**config.mk**
```make
export PLATFORM = sky130hd
export DESIGN_NAME = stb_ram
export DESIGN_NICKNAME = d
export VERILOG_FILES = /design/src/rtl/stb_ram.sv
export SDC_FILE = /design/constraint.sdc
export NUM_CORES = 1
export LEC_CHECK = 0
export BUFFER_PORTS_ARGS = -buffer_cell sky130_fd_sc_hd__buf_2
export CORE_MARGIN = 2
export CORE_UTILIZATION = 61
export DETAILED_ROUTE_END_ITERATION = 8
export GPL_TIMING_DRIVEN = 0
export PLACE_DENSITY = 0.88
export SETUP_SLACK_MARGIN = 0.4
export SLEW_MARGIN = 30
export SYNTH_ARGS = -nofsm -noshare
export SYNTH_HDL_FRONTEND = slang
export SYNTH_SLANG_ARGS = --single-unit
export TNS_END_PERCENT = 100
```
**constraint.sdc**
```tcl
create_clock -name clk -period 5.01 [get_ports clk]
set_input_delay 0.7515 -clock clk [delete_from_list [all_inputs] [get_ports clk]]
set_output_delay 0.7515 -clock clk [all_outputs]
set_load 0.02 [all_outputs]
```
**src/rtl/stb_ram.sv**
```systemverilog
// ----------------------------------------------------------------------------
// stb_ram: generic simple dual-port ram
// one write port, one read port with registered read data
// ----------------------------------------------------------------------------
module stb_ram #(
    parameter int WIDTH = 32,
    parameter int DEPTH = 16
) (
    input  logic                                   clk,
    input  logic                                   we,
    input  logic [((DEPTH > 1) ? $clog2(DEPTH) : 1)-1:0] waddr,
    input  logic [WIDTH-1:0]                       wdata,
    input  logic [((DEPTH > 1) ? $clog2(DEPTH) : 1)-1:0] raddr,
    output logic [WIDTH-1:0]                       rdata
);

    logic [WIDTH-1:0] mem [DEPTH];

    always_ff @(posedge clk)
    begin
        if (we)
        begin
            mem[waddr] <= wdata;
        end
        rdata <= mem[raddr];
    end

endmodule

```
# Yosys cells after proc, flatten, opt, wreduce, memory -nomap -nowiden

Memory sizes are Yosys's and may differ from the RTL's. A register that Yosys moved wholly into a read port is not among the register bits.
Cells that the tools add are included.

Muxes and demuxes: 2

Operators by type and width:

| kind    | count |
|---|---|
| $mux W1 | 2 |

Register bits after elaboration: 0
RAM bits: 512
Input port bits: 42
Output and inout bits: 32
Logic and storage cells: 3
Memories: 1

Memories:

| memory | words | width | rd ports | clocked after Yosys merged registers in | wr ports | line | source |
|---|---|---|---|---|---|---|---|
| mem    | 16    | 32    | 1        | 1                                       | 1        | 17   | `logic [WIDTH-1:0] mem [DEPTH];` |

# Longest topological paths before layout

Word-level depth: 2
Gate-level depth with buffers: 5
Gate-level depth less buffers: 3

# Worst setup path after synthesis

No wires, ideal clock.

Path type: in2reg
Start point: in waddr[2] in the netlist's numbering
End point: mem mem[0][0] (enable)
Library setup time: 0.461 ns
Arrival: 3.470 ns
Required time: 4.549 ns
Slack: 1.079 ns
Stages: 2
Buffers on the path: 0
Path through: or3b_2 nor3_1

RTL lines:

| what            | line | source |
|---|---|---|
| start, declared | 11   | `input logic [((DEPTH > 1) ? $clog2(DEPTH) : 1)-1:0] waddr,` |
| end, declared   | 17   |  |

No word-level cell before the write port.

# Worst setup path in the final report

Start point: in waddr[3] in the netlist's numbering
End point: mem mem[4][2] (enable)

No word-level cell before the write port.

==> metrics.cfg <==
[grt]
grt_start_max_net_pins = 19
grt_first_pass_wirelength_mm = 68.84
grt_pass1_vias = 10180
grtUsageTotal = 0.2900
overflow = 0
antenna_found_initial = 5

[timing]
fmax_ghz = 0.4243
finalClockSkew_ps = 8.984
relSlewSlack = 0.3963
maxSlewViolCount = 0
final_hold_viol_count = 0
min_period_ps = 2357
setup_ws_ps = 2653
final-setup-viol-count = 0
rsz0062_at_grt = no
period_share = 0.4704
tightest_slew_ps = 905.5

[min_path]
worstHoldStart = wdata[0]
worstHoldPathCells = 1
worstHoldPathType = primary input to flip-flop
holdPathEnd = mem[12][0]$_DFFE_PP_

[detailed_routing]
drc = 0
first_iter_violations = 1359
wire_per_inst_um = 31.59
drt-total-wl_mm = 47.11
first_pass_iters = 5
viasPerCell = 6.655
via_count = 9923
antenna_left = 0

[critical_path]
r2r-end = rdata[30]$_DFF_P_
rrSetupSlack_ps = 3510
r2r-start = mem[10][30]$_DFFE_PP_
endpoint_kind = flip-flop
worst_setup_path_start_kind = primary input
cp.required_ps = 5280
cp.arrival_ps = 2630
r2r_cells = 3
worstPathMaxFanout = 8
critPathKind = primary input to flip-flop

[placed_design]
dpl.hpwl_mm = 28.23
pre_cts_ws_ps = 2248
dp_cells = 1394
portBuffers = 71
finalWeightedCongestion = 0.7436
placed_cell_area_um2 = 21580

[yosys]
synth_area_um2 = 19850
synth-main-ff-cell = edfxtp_1
syn_nets = 880
ys_types = 18
syn_inst = 838
async_flop_share = 0
synth-seq-cells = 544
synth.top_cells.by_area = edfxtp_1, mux4_2, dfxtp_1
synth_common_cells = edfxtp_1, mux4_2, a22oi_1, nand2_1, dfxtp_1
seq_area_frac_synth = 0.8067
synth_edf_count = 512
syn_avg_cell_area_um2 = 23.69
synth_top_cell_by_area = edfxtp_1
yosysMostFrequentCell = edfxtp_1
synth_warnings = 0
yosys.area.top_type_share = 0.7744

[die]
fp-row-count = 66
core_region_area_um2 = 32290
floorplan.initialDensity = 0.6149
die_w_um = 184.4
dieArea_um2 = 34010
die_y_um = 184.4
pin_count = 74

[clock_network]
numCtsBuffers = 51
root_buffer = clkbuf_16
path_clk_slew_ps = 60
post_cts_buffers = 0
cts_num_sinks = 544
cts.htree.levels = 2
ctsHoldBuffers = 0
clock_tree.buffer_depth = 3
cts_tree = yes
cts_resized = 0
insertion_delay_ps = 570

[pwr]
ir_drop_v = 0.0003411
power.leakage_nw = 7.535
total_power_mw = 9.331
p_per_area_nw_per_um2 = 402.7

[final_layout]
design_area_um2 = 23170
final_nets = 1047
final-seq-area_um2 = 16020
area_growth_syn_to_layout_pct = 16.69
num-fill-cells = 1722
multiInputGateArea_um2 = 3726
layout-drive-gt1-share = 0.3330
final_cells = 1491

[outcome]
status = finished, final reports clean

[flow_run]
cap_violations = 0

[metal layers]
metal / wire [um] / vias to the layer above / global-route usage
li1: - / 3920 / -
met1: 16180 / 5106 / 0.3735
met2: 24540 / 752 / 0.4913
met3: 4209 / 143 / 0.05078
met4: 2166 / 2 / 0.1309
met5: 12 / - / 0
[flip-flops by register name, indices dropped and copies added (netlist names)]
register and count:
mem 512, rdata 32
[cell families after synthesis]
group                  Yosys count  synth area share
AO/OA/AOI/OAI                   64           0.02420
buffers and inverters           43           0.01122
flip-flops                     544            0.8067
multiplexers                   128            0.1452
AND/OR/NAND/NOR                 59           0.01273
[power breakdown]
group | switching (mW) | total [mW] | internal [mW]
Sequential | 0.0332 | 5.12 | 5.09
Clock | 1.63 | 3.69 | 2.07
Combinational | 0.319 | 0.518 | 0.200
Total | 1.98 | 9.33 | 7.35
[metrics by stage]
step	hold slack (ps)	TNS, ps	utilization
2_1_floorplan	634.9	0	-
3_3_place_gp	643.3	-125970	0.6430
3_5_place_dp	654.6	0	0.6683
4_1_cts	538.0	0	0.7172
5_1_grt	559.4	0	0.7175
6_report	563.0	0	0.7175
[layout make-up]
cell class | instances | area share
Sequential cell | 544 | 0.6913
Clock buffer | 74 | 0.06281
Buffer | 43 | 0.009613
Multi-Input combinational cell | 251 | 0.1608
Tap cell | 442 | 0.02387
Clock inverter | 19 | 0.005346
Antenna cell | 4 | 0.0004320
Timing Repair Buffer | 114 | 0.04585
[how the worst max path moves through the flow]
stage,start,to,cells past startpoint
2_1_floorplan,waddr[2],mem[0][0]$_DFFE_PP_,2
3_3_place_gp,waddr[2],mem[8][26]$_DFFE_PP_,3
3_5_place_dp,waddr[3],mem[4][2]$_DFFE_PP_,6
4_1_cts,waddr[3],mem[4][2]$_DFFE_PP_,6
5_1_grt,waddr[3],mem[4][2]$_DFFE_PP_,6
6_report,waddr[3],mem[4][2]$_DFFE_PP_,6
[layout by cell type (no fill, tap or decap), types with 16 or more instances in the layout]
cell type	count
clkbuf_1	33
a22oi_1	64
mux4_2	128
dfxtp_1	32
clkbuf_16	53
edfxtp_1	512
nand2_1	33
buf_4	28
buf_2	75
buf_16	16
[worst max-delay path, stage by stage]
cell and delay, ps:
buf_2 130, nand3b_1 410, nor3_2 610, buf_4 320, buf_4 200, buf_4 180
Note: power is estimated with default switching activity, not from simulation.
